===== src/bmq_pkg.sv =====
// Shared constants, codes and controller/datapath interface types for the message queue.
`timescale 1ns / 1ps

package bmq_pkg;

  localparam int QUEUE_DEPTH   = 16;
  localparam int MAX_BYTES     = 64;
  localparam int COUNTER_WIDTH = 32;

  localparam int SLOT_W    = $clog2(QUEUE_DEPTH);
  localparam int OCC_W     = $clog2(QUEUE_DEPTH + 1);
  localparam int LEN_W     = 7;
  localparam int PAY_DEPTH = QUEUE_DEPTH * MAX_BYTES;
  localparam int PAY_AW    = $clog2(PAY_DEPTH);

  localparam logic [LEN_W-1:0] BYTES_SAT = 7'd127;

  localparam logic [1:0] OP_SEND  = 2'd0;
  localparam logic [1:0] OP_RECV  = 2'd1;
  localparam logic [1:0] OP_COUNT = 2'd2;

  localparam logic [1:0] SEL_SENT    = 2'd0;
  localparam logic [1:0] SEL_RECV    = 2'd1;
  localparam logic [1:0] SEL_DROPPED = 2'd2;

  localparam logic [2:0] ST_OK        = 3'd0;
  localparam logic [2:0] ST_FULL      = 3'd1;
  localparam logic [2:0] ST_DROPPED   = 3'd2;
  localparam logic [2:0] ST_TOO_LARGE = 3'd3;
  localparam logic [2:0] ST_EMPTY     = 3'd4;
  localparam logic [2:0] ST_TOO_SMALL = 3'd5;

  // Commands from the controller to the datapath.
  typedef struct packed {
    logic send;
    logic recv;
    logic count;
    logic stream_step;
  } bmq_cmd_t;

  // Status from the datapath to the controller.
  typedef struct packed {
    logic rx_stream;
    logic stream_last;
  } bmq_sts_t;

endpackage


===== src/bmq_ctrl.sv =====
// Controller state machine: decodes commands and sequences the byte stream of a receive.
`timescale 1ns / 1ps

module bmq_ctrl (
  input  logic              clk,
  input  logic              rst,
  input  logic              start,
  input  logic [1:0]        opcode,
  input  bmq_pkg::bmq_sts_t sts,
  output bmq_pkg::bmq_cmd_t cmd,
  output logic              busy
);

  import bmq_pkg::*;

  typedef enum logic {
    S_IDLE,
    S_STREAM
  } state_t;

  state_t state, state_next;
  logic   busy_next;
  logic   accept;

  assign accept = start && !busy;

  always_comb begin
    cmd.send        = accept && (opcode == OP_SEND);
    cmd.recv        = accept && (opcode == OP_RECV);
    cmd.count       = accept && (opcode == OP_COUNT);
    cmd.stream_step = (state == S_STREAM);
  end

  always_comb begin
    state_next = state;
    busy_next  = busy;
    unique case (state)
      S_IDLE: begin
        if (cmd.recv && sts.rx_stream) begin
          state_next = S_STREAM;
          busy_next  = 1'b1;
        end
      end
      S_STREAM: begin
        if (sts.stream_last) begin
          state_next = S_IDLE;
          busy_next  = 1'b0;
        end
      end
      default: begin
        state_next = S_IDLE;
        busy_next  = 1'b0;
      end
    endcase
  end

  always_ff @(posedge clk) begin
    if (rst) begin
      state <= S_IDLE;
      busy  <= 1'b0;
    end else begin
      state <= state_next;
      busy  <= busy_next;
    end
  end

endmodule


===== config.mk =====
export PLATFORM = sky130hd
export DESIGN_NAME = bmq_ctrl
export DESIGN_NICKNAME = d
export VERILOG_FILES = /design/src/bmq_pkg.sv /design/src/bmq_ctrl.sv
export SDC_FILE = /design/constraint.sdc
export NUM_CORES = 1
export LEC_CHECK = 0
export BUFFER_PORTS_ARGS = -buffer_cell sky130_fd_sc_hd__buf_2
export CORE_AREA = 2 2 39 41
export CTS_CLUSTER_SIZE = 12
export DETAILED_ROUTE_END_ITERATION = 12
export DIE_AREA = 0 0 41 43
export HOLD_SLACK_MARGIN = 0.03
export PLACE_DENSITY_LB_ADDON = 0.12
export SYNTH_ARGS = -nofsm -noshare
export SYNTH_HDL_FRONTEND = slang
export SYNTH_SLANG_ARGS = --single-unit

===== constraint.sdc =====
create_clock -name clk -period 1.1 [get_ports clk]
set_clock_uncertainty 0.2 [all_clocks]
set_input_delay 0.055 -clock clk [delete_from_list [all_inputs] [get_ports clk]]
set_output_delay 0.055 -clock clk [all_outputs]
set_load 0.005 [all_outputs]

==> flow_summary.toml <==
[outcome]
outcome = "complete, but fails checks"
violations = "negative hold slack, negative setup slack"

[min_path]
hold_depth = 2
hold_path_end = "state$_SDFF_PP0_"
min_from = "rst"
hp-class = "input port to register"

[final_layout]
multiInputGateArea_um2 = 114
num-fill-cells = 157
stdcell_count = 44
area.sequential_um2 = 41.3
syn2layout_area_growth_pct = 106
utilization = 0.201
fin_nets = 37
drive_above_1_share = 0.893
fin_area_um2 = 278
n_antenna_cell = 0

[grt]
grt_pass1_vias = 155
grt_use_total = 0.0631
grt_pass1_wl_um = 621
gr-total-overflow = 0
grt_max_degree = 5
antenna_found_initial = 0

[clock_tree]
cts_num_sinks = 2
cts.path.max_buffers = 2
cts-root-buf = "clkbuf_4"
cts_buffers = 3
cts_tree = "done"
clk_latency_ns = 0.22
htree_num_levels = 1
path_clk_slew_ns = 0.03

[floorplan]
die_h_um = 43
coreArea_um2 = 1380
die-area_um2 = 1760
die_x_um = 41
rows = 14
start_util = 0.0976
io_pins = 12

[power_and_ir_drop]
p_switching_uw = 63.0
p_leak_nw = 0.125
netSwitchingFraction = 0.216
power_frac_clock = 0.539
ir_worst_vdd_mv = 0.249
internal_power_uw = 229
pwr-share-comb = 0.195
p_per_area_nw_per_um2 = 1050
pwr-share-seq = 0.265
power.total_uw = 292

[logic_synthesis]
async_flop_share = 0
netlist_area_um2 = 135
synth_cell_types = 11
syn_nets = 20
yosysTopAreaCellShare = 0.296
synth.area.top_cells = "dfxtp_1 (30%), o32ai_2 (12%), o22ai_2 (9.3%)"
avgSynthCellArea_um2 = 10.4
synth-edff-count = 0
synth_warnings = 0
synth_flop_cell = "dfxtp_1"
yosys.area.top_type = "dfxtp_1"
ys_seq_elements = 2
ys_seq_area_frac = 0.296
synthTopCellsByCount = "dfxtp_1 (2), inv_1 (2)"
synthCells = 13

[critical_path]
r2r_start = "state$_SDFF_PP0_"
endpoint_kind = "output pin"
criticalPathCategory = "register to output pin"
reg2reg_depth = 2
crit_fanout = 4
reg2reg_to = "state$_SDFF_PP0_"
reg2reg_setup_slack_ns = 0.03
startpoint_type = "register"
cp.arrival_ns = 0.97
required_ns = 0.84

[routing]
wl_um = 373
drcViolationCount = 0
wire_per_inst_um = 8.48
first_pass_iters = 1
vias = 157
via_per_inst = 3.57
first_iter_violations = 0
ant_nets = 0

[sta]
worst_pin_slew_ns = 0.176
finalCritPeriodShare = 1.11
setup_viol = 4
rsz0062_at_grt = "yes"
clock.fmax_mhz = 818
layout_setup_ws_ns = -0.123
relSlewSlack = 0.883
fin_tns_setup_ns = -0.290
drv_slew = 0
final.min_clock_period_ns = 1.22
hold_viol = 2
whs_ns = -0.129

[placement]
dp.cells = 40
post-place-ws_ns = 0.0165
io_buffers = 11
gp_congestion = 0.592
placed_area_um2 = 210

[job]
cap_viol_max_count = 0
[worst max-delay path, stage by stage, from the launching register on]
cell and delay, ns:
dfxtp_2 0.32, nand2b_4 0.14, nor3b_2 0.15, buf_2 0.13
[logic make-up after synthesis]
| logic type | count (synthesis) | share of synthesized area |
|---|---|---|
| and+or+nand+nor | 5 | 0.306 |
| buffers and inverters | 3 | 0.111 |
| AOI/OAI and AO/OA | 3 | 0.287 |
| DFF | 2 | 0.296 |
[layout make-up]
| class | instances | area share |
|---|---|---|
| Multi-Input combinational cell | 8 | 0.410 |
| Timing Repair Buffer | 13 | 0.261 |
| Sequential cell | 2 | 0.149 |
| Clock buffer | 3 | 0.0811 |
| Tap cell | 16 | 0.0721 |
| Inverter | 2 | 0.0270 |
[per-layer routing]
layer,wire [um],global-route usage
met5,0,0
met4,0,0.100
met3,34,0.0314
met2,190,0.0719
met1,147,0.0607
[worst max-delay path by stage]
stage                           start           endpoint
detailed placement   state$_SDFF_PP0_  busy$_SDFFE_PP0P_
global route        busy$_SDFFE_PP0P_             cmd[1]
global placement     state$_SDFF_PP0_  busy$_SDFFE_PP0P_
floorplan            state$_SDFF_PP0_  busy$_SDFFE_PP0P_
CTS                 busy$_SDFFE_PP0P_             cmd[1]
finish              busy$_SDFFE_PP0P_             cmd[1]
[state kept, by name, indices dropped and copies added, names as in the netlist]
signal	count
state	1
busy	1
[cells in the final DEF, fill, tap and decap left out]
cell type,instances
dfxtp_2,1
clkbuf_4,3
dfxtp_1,1
inv_1,1
buf_2,11
inv_2,1
o32ai_2,1
or3b_4,1
nor3_2,1
buf_4,1
o22ai_2,1
a21bo_2,1
nand2b_4,1
dlygate4sd3_1,1
nand4bb_4,1
nor3b_2,1
[what timing repair did]
item | CTS | global route
setup buffers | 0 | 0
hold endpoints to repair | 2 | 2
cloned | 0 | 0
resized for setup | 4 | 2
pin swaps | 1 | 2
setup endpoints to repair | 3 | 5
hold buffers | 1 | 1
[power groups by stage]
| stage | Sequential [mW] | Combinational [mW] | Clock [mW] |
|---|---|---|---|
| 6_report | 0.0776 | 0.0571 | 0.158 |
| 5_1_grt | 0.0782 | 0.0618 | 0.173 |
| 4_1_cts | 0.0777 | 0.0559 | 0.169 |
| 3_5_place_dp | 0.0781 | 0.0426 | 0 |
| 3_3_place_gp | 0.0781 | 0.0421 | 0 |
| 2_1_floorplan | 0.0780 | 0.0197 | 0 |
Note: power is estimated with default switching activity, not from simulation.
